File: src/rtl/assert_macros.svh
// Assertion macros used by the top level of the scheduler
`ifndef ASSERT_MACROS_SVH
`define ASSERT_MACROS_SVH
`ifndef SYNTHESIS
// Same-cycle implication, disabled while reset is asserted
`define ASSERT_IMPLIES(label, clk, rst_n, ante, cons, msg) \
    label: assert property (@(posedge clk) disable iff (!rst_n) (ante) |-> (cons)) \
        else $error(msg);
// Next-cycle implication, disabled while reset is asserted
`define ASSERT_NEXT(label, clk, rst_n, ante, cons, msg) \
    label: assert property (@(posedge clk) disable iff (!rst_n) (ante) |=> (cons)) \
        else $error(msg);
`else
`define ASSERT_IMPLIES(label, clk, rst_n, ante, cons, msg)
`define ASSERT_NEXT(label, clk, rst_n, ante, cons, msg)
`endif
`endif

File: src/rtl/rrts_pkg.sv
// Types, constants and helper functions of the round-robin thread scheduler
package rrts_pkg;

    localparam int TASKS  = 32;
    localparam int TASK_W = $clog2(TASKS);
    localparam int CNT_W  = $clog2(TASKS + 1);

    localparam int ID_W   = 5;
    localparam int OP_W   = 3;
    localparam int PRIO_W = 8;
    localparam int KIND_W = 3;
    localparam int ST_W   = 3;
    localparam int ERR_W  = 2;

    localparam logic [PRIO_W-1:0] TOP_PRIORITY = 8'd31;
    localparam logic [ID_W-1:0]   IDLE_RESET   = 5'd1;

    typedef logic [TASK_W-1:0] tid_t;

    typedef enum logic [ST_W-1:0] {
        ST_RUNNING = 3'd0,
        ST_READY   = 3'd1,
        ST_BLOCKED = 3'd2,
        ST_WAITING = 3'd3,
        ST_HANGING = 3'd4,
        ST_DEAD    = 3'd5
    } task_status_t;

    typedef enum logic [OP_W-1:0] {
        OP_CREATE  = 3'd0,
        OP_PREEMPT = 3'd1,
        OP_YIELD   = 3'd2,
        OP_BLOCK   = 3'd3,
        OP_UNBLOCK = 3'd4,
        OP_EXIT    = 3'd5
    } op_t;

    typedef enum logic [ERR_W-1:0] {
        ERR_NONE    = 2'd0,
        ERR_UNBLOCK = 2'd1,
        ERR_CREATE  = 2'd2,
        ERR_IDLE    = 2'd3
    } err_t;

    // Commands broadcast along the ready-deque cell chain
    typedef enum logic [2:0] {
        Q_NONE      = 3'd0,
        Q_PUSH_TAIL = 3'd1,
        Q_PUSH_HEAD = 3'd2,
        Q_REMOVE    = 3'd3,
        Q_POP       = 3'd4
    } q_kind_t;

    typedef struct packed {
        q_kind_t kind;
        tid_t    id;
    } q_cmd_t;

    typedef struct packed {
        logic             empty;
        logic [CNT_W-1:0] count;
        tid_t             head;
    } q_stat_t;

    // Task table access: one read address, one write port per field
    typedef struct packed {
        logic              st_we;
        tid_t              st_addr;
        task_status_t      st_data;
        logic              pr_we;
        tid_t              pr_addr;
        logic [PRIO_W-1:0] pr_data;
        logic              sl_we;
        tid_t              sl_addr;
        logic [PRIO_W-1:0] sl_data;
        tid_t              rd_addr;
    } tt_req_t;

    typedef struct packed {
        task_status_t      status;
        logic [PRIO_W-1:0] prio;
        logic [PRIO_W-1:0] slice;
    } tt_rsp_t;

    function automatic logic id_in_range(input logic [ID_W-1:0] id);
        return (int'(id) < TASKS);
    endfunction

    function automatic logic is_waiting(input task_status_t s);
        return (s == ST_BLOCKED) || (s == ST_WAITING) || (s == ST_HANGING);
    endfunction

    function automatic task_status_t reset_status(input tid_t a);
        return (a == '0) ? ST_RUNNING : ST_DEAD;
    endfunction

    function automatic logic [PRIO_W-1:0] reset_prio(input tid_t a);
        return (a == '0) ? TOP_PRIORITY : '0;
    endfunction

endpackage

File: src/rtl/rrts_if.sv
// Handshake channel interfaces of the scheduler: command, response, configuration
interface rrts_in_if;
    import rrts_pkg::*;
    logic              valid;
    logic              ready;
    logic [OP_W-1:0]   op;
    logic [ID_W-1:0]   task_id;
    logic [PRIO_W-1:0] priority_req;
    logic [KIND_W-1:0] block_kind;
    logic              need_switch;

    modport source (output valid, output op, output task_id, output priority_req,
                    output block_kind, output need_switch, input ready);
    modport sink (input valid, input op, input task_id, input priority_req,
                  input block_kind, input need_switch, output ready);
endinterface

interface rrts_out_if;
    import rrts_pkg::*;
    logic              valid;
    logic              ready;
    logic              switched;
    logic [ID_W-1:0]   next_task;
    logic [PRIO_W-1:0] slice_ticks;
    logic [ERR_W-1:0]  error;

    modport source (output valid, output switched, output next_task, output slice_ticks,
                    output error, input ready);
    modport sink (input valid, input switched, input next_task, input slice_ticks,
                  input error, output ready);
endinterface

interface rrts_cfg_if;
    import rrts_pkg::*;
    logic            valid;
    logic            ready;
    logic [ID_W-1:0] idle_task;

    modport source (output valid, output idle_task, input ready);
    modport sink (input valid, input idle_task, output ready);
endinterface

File: src/rtl/rrts_ram.sv
// Generic single-write, single-read RAM with registered read data
module rrts_ram #(
    parameter int WIDTH = 8,
    parameter int DEPTH = 32
) (
    input  logic                     clk,
    input  logic                     wr_en,
    input  logic [$clog2(DEPTH)-1:0] wr_addr,
    input  logic [WIDTH-1:0]         wr_data,
    input  logic [$clog2(DEPTH)-1:0] rd_addr,
    output logic [WIDTH-1:0]         rd_data
);

    logic [WIDTH-1:0] mem_reg [DEPTH];
    logic [WIDTH-1:0] rd_data_reg;

    always_ff @(posedge clk)
    begin
        if (wr_en)
        begin
            mem_reg[wr_addr] <= wr_data;
        end
        rd_data_reg <= mem_reg[rd_addr];
    end

    assign rd_data = rd_data_reg;

endmodule

File: src/rtl/rrts_task_table.sv
// Per-task status, priority and slice store with reset-value valid bits
module rrts_task_table (
    input  logic              clk,
    input  logic              rst_n,
    input  rrts_pkg::tt_req_t req,
    output rrts_pkg::tt_rsp_t rsp
);
    import rrts_pkg::*;

    logic [TASKS-1:0]  st_valid_reg;
    logic [TASKS-1:0]  pr_valid_reg;
    logic [TASKS-1:0]  sl_valid_reg;
    logic              st_hit_reg;
    logic              pr_hit_reg;
    logic              sl_hit_reg;
    tid_t              rd_addr_reg;
    logic [ST_W-1:0]   st_raw;
    logic [PRIO_W-1:0] pr_raw;
    logic [PRIO_W-1:0] sl_raw;

    rrts_ram #(.WIDTH(ST_W), .DEPTH(TASKS)) u_status_ram (
        .clk     (clk),
        .wr_en   (req.st_we),
        .wr_addr (req.st_addr),
        .wr_data (req.st_data),
        .rd_addr (req.rd_addr),
        .rd_data (st_raw)
    );

    rrts_ram #(.WIDTH(PRIO_W), .DEPTH(TASKS)) u_prio_ram (
        .clk     (clk),
        .wr_en   (req.pr_we),
        .wr_addr (req.pr_addr),
        .wr_data (req.pr_data),
        .rd_addr (req.rd_addr),
        .rd_data (pr_raw)
    );

    rrts_ram #(.WIDTH(PRIO_W), .DEPTH(TASKS)) u_slice_ram (
        .clk     (clk),
        .wr_en   (req.sl_we),
        .wr_addr (req.sl_addr),
        .wr_data (req.sl_data),
        .rd_addr (req.rd_addr),
        .rd_data (sl_raw)
    );

    // Mark entries written; register the mark alongside the read data
    always_ff @(posedge clk or negedge rst_n)
    begin
        if (!rst_n)
        begin
            st_valid_reg <= '0;
            pr_valid_reg <= '0;
            sl_valid_reg <= '0;
            st_hit_reg   <= 1'b0;
            pr_hit_reg   <= 1'b0;
            sl_hit_reg   <= 1'b0;
            rd_addr_reg  <= '0;
        end
        else
        begin
            if (req.st_we)
            begin
                st_valid_reg[req.st_addr] <= 1'b1;
            end
            if (req.pr_we)
            begin
                pr_valid_reg[req.pr_addr] <= 1'b1;
            end
            if (req.sl_we)
            begin
                sl_valid_reg[req.sl_addr] <= 1'b1;
            end
            st_hit_reg  <= st_valid_reg[req.rd_addr];
            pr_hit_reg  <= pr_valid_reg[req.rd_addr];
            sl_hit_reg  <= sl_valid_reg[req.rd_addr];
            rd_addr_reg <= req.rd_addr;
        end
    end

    assign rsp.status = st_hit_reg ? task_status_t'(st_raw) : reset_status(rd_addr_reg);
    assign rsp.prio   = pr_hit_reg ? pr_raw : reset_prio(rd_addr_reg);
    assign rsp.slice  = sl_hit_reg ? sl_raw : reset_prio(rd_addr_reg);

endmodule

File: src/rtl/rrts_queue_cell.sv
// One position of the ready deque: holds a task number, shifts with its neighbours
module rrts_queue_cell (
    input  logic             clk,
    input  rrts_pkg::q_cmd_t cmd,
    input  logic             present,
    input  logic             at_tail,
    input  logic             valid,
    input  rrts_pkg::tid_t   left_entry,
    input  rrts_pkg::tid_t   right_entry,
    input  logic             hit_in,
    output logic             hit_out,
    output rrts_pkg::tid_t   entry
);
    import rrts_pkg::*;

    tid_t entry_reg;
    tid_t entry_next;
    logic match;

    assign match   = valid && (entry_reg == cmd.id);
    // Carry: set from the matching cell towards the tail
    assign hit_out = hit_in || match;

    always_comb
    begin
        entry_next = entry_reg;
        case (cmd.kind)
            Q_PUSH_TAIL:
            begin
                if (!present && at_tail)
                begin
                    entry_next = cmd.id;
                end
            end
            Q_PUSH_HEAD:
            begin
                if (!present)
                begin
                    entry_next = left_entry;
                end
            end
            Q_REMOVE:
            begin
                if (present && hit_out)
                begin
                    entry_next = right_entry;
                end
            end
            Q_POP:
            begin
                entry_next = right_entry;
            end
            default:
            begin
                entry_next = entry_reg;
            end
        endcase
    end

    always_ff @(posedge clk)
    begin
        entry_reg <= entry_next;
    end

    assign entry = entry_reg;

endmodule

File: src/rtl/rrts_ready_queue.sv
// Ready deque built as a row of shifting cells with a fill count
module rrts_ready_queue (
    input  logic              clk,
    input  logic              rst_n,
    input  rrts_pkg::q_cmd_t  cmd,
    output rrts_pkg::q_stat_t stat
);
    import rrts_pkg::*;

    logic [CNT_W-1:0] count_reg;
    logic [CNT_W-1:0] count_next;
    logic [TASKS:0]   hit_chain;
    tid_t             entry_q [TASKS];
    q_cmd_t           cmd_eff;
    logic             present;
    logic             full;
    logic             empty;

    assign full      = (count_reg == CNT_W'(TASKS));
    assign empty     = (count_reg == '0);
    assign present   = hit_chain[TASKS];
    assign hit_chain[0] = 1'b0;

    // Drop pushes into a full deque and pops from an empty one
    always_comb
    begin
        cmd_eff = cmd;
        case (cmd.kind)
            Q_PUSH_TAIL, Q_PUSH_HEAD:
            begin
                if (full)
                begin
                    cmd_eff.kind = Q_NONE;
                end
            end
            Q_POP:
            begin
                if (empty)
                begin
                    cmd_eff.kind = Q_NONE;
                end
            end
            default:
            begin
                cmd_eff = cmd;
            end
        endcase
    end

    generate
        for (genvar i = 0; i < TASKS; i++)
        begin : g_cell
            tid_t left_entry;
            tid_t right_entry;

            if (i == 0)
            begin : g_head
                assign left_entry = cmd_eff.id;
            end
            else
            begin : g_body
                assign left_entry = entry_q[i-1];
            end

            if (i == TASKS - 1)
            begin : g_last
                assign right_entry = '0;
            end
            else
            begin : g_inner
                assign right_entry = entry_q[i+1];
            end

            rrts_queue_cell u_cell (
                .clk         (clk),
                .cmd         (cmd_eff),
                .present     (present),
                .at_tail     (count_reg == CNT_W'(i)),
                .valid       (CNT_W'(i) < count_reg),
                .left_entry  (left_entry),
                .right_entry (right_entry),
                .hit_in      (hit_chain[i]),
                .hit_out     (hit_chain[i+1]),
                .entry       (entry_q[i])
            );
        end
    endgenerate

    always_comb
    begin
        count_next = count_reg;
        case (cmd_eff.kind)
            Q_PUSH_TAIL, Q_PUSH_HEAD:
            begin
                if (!present)
                begin
                    count_next = count_reg + 1'b1;
                end
            end
            Q_REMOVE:
            begin
                if (present)
                begin
                    count_next = count_reg - 1'b1;
                end
            end
            Q_POP:
            begin
                count_next = count_reg - 1'b1;
            end
            default:
            begin
                count_next = count_reg;
            end
        endcase
    end

    always_ff @(posedge clk or negedge rst_n)
    begin
        if (!rst_n)
        begin
            count_reg <= '0;
        end
        else
        begin
            count_reg <= count_next;
        end
    end

    assign stat.empty = empty;
    assign stat.count = count_reg;
    assign stat.head  = entry_q[0];

endmodule

File: src/rtl/round_robin_thread_scheduler.sv
// Top level of the round-robin thread scheduler: control sequencer, task table, ready deque
//
// Usage: the command channel (cmd) carries one scheduling transaction: create, preempt,
// yield, block, unblock or exit, with a task number, priority, wait kind and, for exit,
// whether a new task is to be picked. Each command yields exactly one response transaction
// on rsp: switched flag, running task, its remaining slice and an error code. The cfg
// channel writes the idle task number and is always ready; the user must write it only
// while no command is in flight, which the block itself does not enforce.
// Timing: one command at a time. A command is accepted in S_IDLE and passes S_EXEC; then
// preempt passes S_SW_POP or S_SW_IDLE, and yield, block and exit with a switch pass
// S_SW_READ, S_SW_CUR, then S_SW_POP or S_SW_IDLE. Every command then passes S_FIN_READ
// and loads its response into the output register from S_DONE; a new command is taken in
// S_IDLE after that load. The steps come from the single read port of the task table,
// whose read data is registered, and the sequencer visiting it once per step.
// Reset: task 0 is running with priority and slice 31, every other task is dead, the ready
// deque is empty and the idle task is 1. No clearing pass is needed.
// Stall: the response waits in the output register; a new command is still accepted and
// worked on, and its response is held back until the previous one has been taken.
`include "assert_macros.svh"

module round_robin_thread_scheduler (
    input  logic        clk,
    input  logic        rst_n,
    rrts_in_if.sink     cmd,
    rrts_out_if.source  rsp,
    rrts_cfg_if.sink    cfg
);
    import rrts_pkg::*;

    typedef enum logic [7:0] {
        S_IDLE     = 8'b0000_0001,
        S_EXEC     = 8'b0000_0010,
        S_SW_READ  = 8'b0000_0100,
        S_SW_CUR   = 8'b0000_1000,
        S_SW_IDLE  = 8'b0001_0000,
        S_SW_POP   = 8'b0010_0000,
        S_FIN_READ = 8'b0100_0000,
        S_DONE     = 8'b1000_0000
    } state_t;

    state_t            state_reg;
    state_t            state_next;

    // Latched command fields
    logic [OP_W-1:0]   op_reg;
    tid_t              id_reg;
    logic              id_ok_reg;
    logic [PRIO_W-1:0] prio_reg;
    task_status_t      kind_reg;
    logic              need_reg;

    // Scheduler state and per-command results
    tid_t              running_reg;
    tid_t              running_next;
    logic [ID_W-1:0]   idle_reg;
    err_t              err_reg;
    err_t              err_next;
    logic              sw_reg;
    logic              sw_next;
    task_status_t      old_st_reg;
    task_status_t      old_st_next;

    // Output register
    logic              out_valid_reg;
    logic              out_sw_reg;
    logic [ID_W-1:0]   out_task_reg;
    logic [PRIO_W-1:0] out_slice_reg;
    err_t              out_err_reg;
    logic              out_load;

    logic              accept;
    logic              cur_check;
    logic              idle_ok;
    task_status_t      kind_in;

    tt_req_t           tt_req;
    tt_rsp_t           tt_rsp;
    q_cmd_t            q_cmd;
    q_stat_t           q_stat;

    rrts_task_table u_task_table (
        .clk   (clk),
        .rst_n (rst_n),
        .req   (tt_req),
        .rsp   (tt_rsp)
    );

    rrts_ready_queue u_ready_queue (
        .clk   (clk),
        .rst_n (rst_n),
        .cmd   (q_cmd),
        .stat  (q_stat)
    );

    assign cmd.ready = (state_reg == S_IDLE);
    assign accept    = cmd.valid && cmd.ready;
    assign cfg.ready = 1'b1;
    assign idle_ok   = id_in_range(idle_reg);

    // Fold wait kinds outside blocked..hanging onto blocked
    assign kind_in = ((cmd.block_kind >= KIND_W'(ST_BLOCKED))
                      && (cmd.block_kind <= KIND_W'(ST_HANGING)))
                     ? task_status_t'(cmd.block_kind) : ST_BLOCKED;

    // Sequencer: one task-table access and at most one deque command per step
    always_comb
    begin
        state_next   = state_reg;
        running_next = running_reg;
        err_next     = err_reg;
        sw_next      = sw_reg;
        old_st_next  = old_st_reg;
        out_load     = 1'b0;
        cur_check    = 1'b0;
        tt_req       = '0;
        tt_req.rd_addr = running_reg;
        q_cmd        = '0;

        case (state_reg)
            S_IDLE:
            begin
                if (cmd.valid)
                begin
                    // Fetch the entry the command looks at first
                    if ((cmd.op == OP_CREATE) || (cmd.op == OP_UNBLOCK))
                    begin
                        tt_req.rd_addr = TASK_W'(cmd.task_id);
                    end
                    err_next   = ERR_NONE;
                    sw_next    = 1'b0;
                    state_next = S_EXEC;
                end
            end

            S_EXEC:
            begin
                state_next = S_FIN_READ;
                case (op_reg)
                    OP_CREATE:
                    begin
                        if (id_ok_reg)
                        begin
                            if (tt_rsp.status != ST_DEAD)
                            begin
                                err_next = ERR_CREATE;
                            end
                            else
                            begin
                                tt_req.st_we   = 1'b1;
                                tt_req.st_addr = id_reg;
                                tt_req.st_data = ST_READY;
                                tt_req.pr_we   = 1'b1;
                                tt_req.pr_addr = id_reg;
                                tt_req.pr_data = prio_reg;
                                tt_req.sl_we   = 1'b1;
                                tt_req.sl_addr = id_reg;
                                tt_req.sl_data = prio_reg;
                                q_cmd.kind     = Q_PUSH_TAIL;
                                q_cmd.id       = id_reg;
                            end
                        end
                    end
                    OP_PREEMPT:
                    begin
                        cur_check = 1'b1;
                    end
                    OP_YIELD:
                    begin
                        tt_req.st_we   = 1'b1;
                        tt_req.st_addr = running_reg;
                        tt_req.st_data = ST_READY;
                        q_cmd.kind     = Q_PUSH_TAIL;
                        q_cmd.id       = running_reg;
                        state_next     = S_SW_READ;
                    end
                    OP_BLOCK:
                    begin
                        // Keep the old status in case no task can run
                        old_st_next    = tt_rsp.status;
                        tt_req.st_we   = 1'b1;
                        tt_req.st_addr = running_reg;
                        tt_req.st_data = kind_reg;
                        state_next     = S_SW_READ;
                    end
                    OP_UNBLOCK:
                    begin
                        if (id_ok_reg)
                        begin
                            if (is_waiting(tt_rsp.status))
                            begin
                                tt_req.st_we   = 1'b1;
                                tt_req.st_addr = id_reg;
                                tt_req.st_data = ST_READY;
                                q_cmd.kind     = Q_PUSH_HEAD;
                                q_cmd.id       = id_reg;
                            end
                            else
                            begin
                                err_next = ERR_UNBLOCK;
                            end
                        end
                    end
                    OP_EXIT:
                    begin
                        if (id_ok_reg)
                        begin
                            tt_req.st_we   = 1'b1;
                            tt_req.st_addr = id_reg;
                            tt_req.st_data = ST_DEAD;
                            q_cmd.kind     = Q_REMOVE;
                            q_cmd.id       = id_reg;
                            if (need_reg)
                            begin
                                state_next = S_SW_READ;
                            end
                        end
                    end
                    default:
                    begin
                        state_next = S_FIN_READ;
                    end
                endcase
            end

            S_SW_READ:
            begin
                state_next = S_SW_CUR;
            end

            S_SW_CUR:
            begin
                cur_check = 1'b1;
            end

            S_SW_IDLE:
            begin
                state_next = S_FIN_READ;
                if (idle_ok && is_waiting(tt_rsp.status))
                begin
                    // Push idle at the head and pop it at once: the deque is unchanged
                    tt_req.st_we   = 1'b1;
                    tt_req.st_addr = TASK_W'(idle_reg);
                    tt_req.st_data = ST_RUNNING;
                    running_next   = TASK_W'(idle_reg);
                    sw_next        = 1'b1;
                end
                else
                begin
                    err_next = ERR_IDLE;
                    if (op_reg == OP_BLOCK)
                    begin
                        // Undo the block
                        tt_req.st_we   = 1'b1;
                        tt_req.st_addr = running_reg;
                        tt_req.st_data = old_st_reg;
                    end
                end
            end

            S_SW_POP:
            begin
                tt_req.st_we   = 1'b1;
                tt_req.st_addr = q_stat.head;
                tt_req.st_data = ST_RUNNING;
                q_cmd.kind     = Q_POP;
                running_next   = q_stat.head;
                sw_next        = 1'b1;
                state_next     = S_FIN_READ;
            end

            S_FIN_READ:
            begin
                state_next = S_DONE;
            end

            S_DONE:
            begin
                // Hold until the output register is free
                if (!out_valid_reg || rsp.ready)
                begin
                    out_load   = 1'b1;
                    state_next = S_IDLE;
                end
            end

            default:
            begin
                state_next = S_IDLE;
            end
        endcase

        // Pop the head, requeueing a running task first; on an empty deque use the idle task
        if (cur_check)
        begin
            if (tt_rsp.status == ST_RUNNING)
            begin
                tt_req.st_we   = 1'b1;
                tt_req.st_addr = running_reg;
                tt_req.st_data = ST_READY;
                tt_req.sl_we   = 1'b1;
                tt_req.sl_addr = running_reg;
                tt_req.sl_data = tt_rsp.prio;
                q_cmd.kind     = Q_PUSH_TAIL;
                q_cmd.id       = running_reg;
                state_next     = S_SW_POP;
            end
            else if (!q_stat.empty)
            begin
                state_next = S_SW_POP;
            end
            else
            begin
                tt_req.rd_addr = TASK_W'(idle_reg);
                state_next     = S_SW_IDLE;
            end
        end
    end

    // Control state
    always_ff @(posedge clk or negedge rst_n)
    begin
        if (!rst_n)
        begin
            state_reg     <= S_IDLE;
            running_reg   <= '0;
            idle_reg      <= IDLE_RESET;
            err_reg       <= ERR_NONE;
            sw_reg        <= 1'b0;
            old_st_reg    <= ST_RUNNING;
            out_valid_reg <= 1'b0;
        end
        else
        begin
            state_reg   <= state_next;
            running_reg <= running_next;
            err_reg     <= err_next;
            sw_reg      <= sw_next;
            old_st_reg  <= old_st_next;
            if (cfg.valid)
            begin
                idle_reg <= cfg.idle_task;
            end
            if (out_load)
            begin
                out_valid_reg <= 1'b1;
            end
            else if (rsp.ready)
            begin
                out_valid_reg <= 1'b0;
            end
        end
    end

    // Command fields and response payload
    always_ff @(posedge clk)
    begin
        if (accept)
        begin
            op_reg    <= cmd.op;
            id_reg    <= TASK_W'(cmd.task_id);
            id_ok_reg <= id_in_range(cmd.task_id);
            prio_reg  <= cmd.priority_req;
            kind_reg  <= kind_in;
            need_reg  <= cmd.need_switch;
        end
        if (out_load)
        begin
            out_sw_reg    <= sw_reg;
            out_task_reg  <= ID_W'(running_reg);
            out_slice_reg <= tt_rsp.slice;
            out_err_reg   <= err_reg;
        end
    end

    assign rsp.valid       = out_valid_reg;
    assign rsp.switched    = out_sw_reg;
    assign rsp.next_task   = out_task_reg;
    assign rsp.slice_ticks = out_slice_reg;
    assign rsp.error       = out_err_reg;

    `ASSERT_IMPLIES(a_count_bound, clk, rst_n, 1'b1, q_stat.count <= CNT_W'(TASKS), "ready deque count exceeds the number of tasks")
    `ASSERT_IMPLIES(a_pop_nonempty, clk, rst_n, state_reg == S_SW_POP, !q_stat.empty, "switch pops an empty ready deque")
    `ASSERT_NEXT(a_result_loaded, clk, rst_n, out_load, rsp.valid, "response not presented after load")
    `ASSERT_IMPLIES(a_err_no_switch, clk, rst_n, rsp.valid, !(rsp.switched && (rsp.error != ERR_NONE)), "switch reported together with an error")

endmodule

File: src/flat_wrapper.sv
// flat-port wrapper written by rule: the top's interface ports become plain ports
module round_robin_thread_scheduler_flat import rrts_pkg::*;
  (clk, rst_n, cmd_valid, cmd_op, cmd_task_id, cmd_priority_req, cmd_block_kind, cmd_need_switch, cmd_ready, rsp_valid, rsp_switched, rsp_next_task, rsp_slice_ticks, rsp_error, rsp_ready, cfg_valid, cfg_idle_task, cfg_ready);
  rrts_in_if cmd_i ();
  rrts_out_if rsp_i ();
  rrts_cfg_if cfg_i ();
  input  logic clk;
  input  logic rst_n;
  input wire logic [$bits(cmd_i.valid)-1:0] cmd_valid;
  input wire logic [$bits(cmd_i.op)-1:0] cmd_op;
  input wire logic [$bits(cmd_i.task_id)-1:0] cmd_task_id;
  input wire logic [$bits(cmd_i.priority_req)-1:0] cmd_priority_req;
  input wire logic [$bits(cmd_i.block_kind)-1:0] cmd_block_kind;
  input wire logic [$bits(cmd_i.need_switch)-1:0] cmd_need_switch;
  output wire logic [$bits(cmd_i.ready)-1:0] cmd_ready;
  output wire logic [$bits(rsp_i.valid)-1:0] rsp_valid;
  output wire logic [$bits(rsp_i.switched)-1:0] rsp_switched;
  output wire logic [$bits(rsp_i.next_task)-1:0] rsp_next_task;
  output wire logic [$bits(rsp_i.slice_ticks)-1:0] rsp_slice_ticks;
  output wire logic [$bits(rsp_i.error)-1:0] rsp_error;
  input wire logic [$bits(rsp_i.ready)-1:0] rsp_ready;
  input wire logic [$bits(cfg_i.valid)-1:0] cfg_valid;
  input wire logic [$bits(cfg_i.idle_task)-1:0] cfg_idle_task;
  output wire logic [$bits(cfg_i.ready)-1:0] cfg_ready;
  assign cmd_i.valid = cmd_valid;
  assign cmd_i.op = cmd_op;
  assign cmd_i.task_id = cmd_task_id;
  assign cmd_i.priority_req = cmd_priority_req;
  assign cmd_i.block_kind = cmd_block_kind;
  assign cmd_i.need_switch = cmd_need_switch;
  assign cmd_ready = cmd_i.ready;
  assign rsp_valid = rsp_i.valid;
  assign rsp_switched = rsp_i.switched;
  assign rsp_next_task = rsp_i.next_task;
  assign rsp_slice_ticks = rsp_i.slice_ticks;
  assign rsp_error = rsp_i.error;
  assign rsp_i.ready = rsp_ready;
  assign cfg_i.valid = cfg_valid;
  assign cfg_i.idle_task = cfg_idle_task;
  assign cfg_ready = cfg_i.ready;
  round_robin_thread_scheduler u_core (.clk(clk), .rst_n(rst_n), .cmd(cmd_i), .rsp(rsp_i), .cfg(cfg_i));
endmodule
File: config.mk
export PLATFORM = sky130hd
export DESIGN_NAME = round_robin_thread_scheduler_flat
export DESIGN_NICKNAME = d
export VERILOG_FILES = /design/src/rtl/rrts_pkg.sv /design/src/rtl/rrts_if.sv /design/src/rtl/rrts_ram.sv /design/src/rtl/rrts_task_table.sv /design/src/rtl/rrts_queue_cell.sv /design/src/rtl/rrts_ready_queue.sv /design/src/rtl/round_robin_thread_scheduler.sv /design/src/flat_wrapper.sv
export VERILOG_INCLUDE_DIRS = /design/src /design/src/rtl
export SDC_FILE = /design/constraint.sdc
export NUM_CORES = 2
export LEC_CHECK = 0
export BUFFER_PORTS_ARGS = -buffer_cell sky130_fd_sc_hd__buf_2
export CAP_MARGIN = 40
export CORE_UTILIZATION = 50
export DETAILED_ROUTE_END_ITERATION = 8
export PLACE_DENSITY = 0.73
export SLEW_MARGIN = 20
export SYNTH_ARGS = -nofsm -noshare
export SYNTH_HDL_FRONTEND = slang
export SYNTH_SLANG_ARGS = --single-unit
File: constraint.sdc
create_clock -name clk -period 4 [get_ports clk]
set_clock_uncertainty 0.1 [all_clocks]
set_input_delay 0.8 -clock clk [delete_from_list [all_inputs] [get_ports clk]]
set_output_delay 0.8 -clock clk [all_outputs]
set_load 0.05 [all_outputs]
==> flow_summary.toml <==
[cells_and_area]
final_cell_mix = "edfxtp_1 (804), buf_4 (459), nor2_1 (179), mux4_2 (176), a221o_1 (152)"
areaGrowthSynthToFinish_pct = 24.2
stdcell_count = 4537
layout_commonest_cell = "edfxtp_1"
fillers = 6119
nets = 3345
drive_above_1_share = 0.379

[timing]
slew_headroom = 0.417
fin_crit_sh = 1.12
whs_ns = 0.0470
fin_crit_ns = 4.47
slew_viol_final = 0
rsz0062_at_grt = "true"
finalSetupViolations = 187
setup_slack_ns = -0.470
worst_pin_slew_ns = 0.874
report.final.hold_viol_count = 0
fmax_mhz = 224

[global_route]
grt_pass1_wl_um = 191000
gr-total-overflow = 0
grt_usage = 0.301
grt_pass1_vias = 28652
antenna_found_initial = 2
grt_max_degree = 157

[setup_path]
crit_required_ns = 4.24
cp_slowest_stage_delay_ns = 0.49
crit_buf_inv = 10
cp_top_family = "buffers and inverters"
crit_chain = "buf_4, buf_4, nor4b_2, buf_4, nand3_1, o32ai_2, buf_6, buf_4, nor4_1, o22ai_1, nor4_1, buf_4, nor3_4, buf_6, and4_4, and3_4, o22ai_4, buf_12, buf_8, buf_4, nor3_4"
crit_path_max_fanout = 9
cpMostUsedCell = "buf_4"
cp.arrival_ns = 4.71
cp-start-kind = "register"
end_kind = "register"
criticalPathCategory = "reg2reg"
slowest_stage = "edfxtp_1"

[floorplanning]
fp.coreArea_um2 = 85300
dieArea_um2 = 87300
rows = 107
die_h_um = 295
initial_core_util = 0.505
die_x_um = 295
ios = 49

[routing]
drc_errors = 0
routed_via_density = 6.50
vias = 29479
ant_nets = 0
wl_um = 133000
drtPass1Iterations = 6
wire_per_inst_um = 29.4
drt-initial-drc-count = 4059

[synth]
yosysWarningCount = 0
synth_fa_ha_area_frac = 0.00145
syn-num-nets = 2842
synth_compound_area_frac = 0.0971
ys_types = 90
ys_seq_area_frac = 0.648
synth_area_um2 = 43100
synth_flop_cell = "edfxtp_1"
synthCells = 2807
synth_top_family_by_area = "multiplexers"
synth_simple_gate_area_share = 0.0924
ys_ff_latch = 958
synthMuxAreaShare = 0.118
synth.avg_cell_area_um2 = 15.3
synthXorXnorAreaFrac = 0.0163
synth_edf_count = 804
synthArstFlopShare = 0.141

[power]
vdd_drop_max_mv = 0.430
p_leak_nw = 21.1
powerDensity_nw_per_um2 = 577

[clock_tree]
path_clk_slew_ns = 0.06
cts-buffers-inserted = 97
clock_sinks = 958
h-tree-depth = 3
root_buffer = "clkbuf_16"
cts_tree = "done"
insertion_delay_ns = 0.68
cts.path.max_buffers = 3

[run_status]
violations = "setup timing"
outcome = "complete, but fails checks"

[placed_design]
pre_cts_slack_ns = -0.968
dp_hpwl_um = 90000
place_inst = 4273
gp_congestion = 1.00
port_buffers = 47

[hold_path]
hold_path_class = "in2async"

[flow_run]
drv_cap = 0
## worst reg2reg max path: cells and delay by family, from the launching register on
kind,cells,cell delay [ns]
AO/OA/AOI/OAI,3,0.52
flip-flops,1,0.49
buffers and inverters,10,1.53
AND/OR/NAND/NOR,8,1.48
## cell type report
class | instances | area (um2) | area share
Tap cell | 1144 | 1430 | 0.0268
Multi-Input combinational cell | 1601 | 15200 | 0.284
Antenna cell | 1 | 2.50 | 0.0000468
Sequential cell | 958 | 27900 | 0.522
Timing Repair Buffer | 617 | 5480 | 0.102
Clock buffer | 131 | 2750 | 0.0515
Inverter | 35 | 131 | 0.00246
Clock inverter | 50 | 596 | 0.0111
## cells by family (layout without fill, tap and decap cells)
logic type	count (synthesis)	after routing
AOI/OAI and AO/OA	523	523
xor gates and xnor gates	80	80
adders and majority gates	5	5
buffers and inverters	248	833
DFF	958	958
muxes	282	282
other	1	2
and+or+nand+nor	710	710
## metal layers
metal	vias to the layer above	share of wire	track usage
met5	-	0.00019	0
met3	260	0.11	0.0627
met2	1839	0.45	0.454
met4	4	0.029	0.0888
li1	12350	-	-
met1	15026	0.41	0.443
## what timing repair did
action / CTS / global route
hold buffers: 0 / 0
setup buffers: 37 / 40
gates resized for setup: 115 / 81
gates cloned: 1 / 7
endpoints found under the setup margin: 188 / 187
hold endpoints to repair: 0 / 0
pin swaps: 36 / 23
## through the flow
stage	total power [W]	instance area, um2	setup TNS, ns	utilization
after floorplan	0.0171	43400	-9.33	-
after global placement	0.0206	48400	-145.34	0.567
after detailed placement	0.0207	48400	-146.24	0.567
after CTS	0.0305	52600	-43.88	0.616
after global routing	0.0318	53500	-83.09	0.627
final	0.0308	53500	-64.89	0.627
## final timing paths
kind                       depth (start not counted)  slack [ns]                                                        end                          start
hold / removal                                     1        0.05           u_core.u_task_table.sl_valid_reg[30]$_DFFE_PN0N_                          rst_n
max in group asynchronous                          2        2.81                            u_core.state_reg[0]$_DFFE_PN1P_                          rst_n
setup reg to reg                                  21       -0.47  u_core.u_ready_queue.g_cell[21].u_cell.entry[0]$_DFFE_PP_     u_core.op_reg[2]$_DFFE_PP_
hold reg to reg                                    0        0.35                              u_core.rsp.error[0]$_DFFE_PP_  u_core.err_reg[0]$_DFFE_PN0P_
setup / recovery                                  21       -0.47  u_core.u_ready_queue.g_cell[21].u_cell.entry[0]$_DFFE_PP_     u_core.op_reg[2]$_DFFE_PP_
min in group clk                                   1        0.20                               u_core.prio_reg[7]$_DFFE_PP_            cmd_priority_req[7]
## synth_stat cells (14+ instances only)
library cell,count,share of area
a21o_1,14,0.0024
a21oi_1,57,0.0066
a221o_1,152,0.035
a31oi_1,31,0.0045
and2_1,20,0.0029
buf_1,14,0.0012
buf_2,48,0.0056
buf_4,19,0.0033
clkbuf_1,120,0.010
dfrtp_1,133,0.077
dfxtp_1,19,0.0088
edfxtp_1,804,0.56
inv_1,35,0.0031
mux2_2,51,0.013
mux2i_1,55,0.013
mux4_2,176,0.092
nand2_1,98,0.0085
nand3_1,39,0.0045
nand4_1,18,0.0026
nor2_1,186,0.016
nor2b_1,14,0.0020
nor3_1,27,0.0031
nor4_1,87,0.013
o211ai_1,24,0.0042
o21ai_0,49,0.0057
o21ai_1,14,0.0016
o22ai_1,31,0.0045
o31a_1,62,0.013
o31ai_1,18,0.0031
or2_2,100,0.015
or4_1,23,0.0040
xnor2_1,35,0.0071
xor2_1,45,0.0092
## where the power goes
| part | leakage [nW] | switching (W) | internal (W) | total, W |
|---|---|---|---|---|
| sequential | 10.5 | 0.000603 | 0.0114 | 0.0120 |
| clock | 1.63 | 0.00390 | 0.00550 | 0.00940 |
| combinational | 8.93 | 0.00508 | 0.00431 | 0.00939 |
Power figures use the tool's default switching activity.
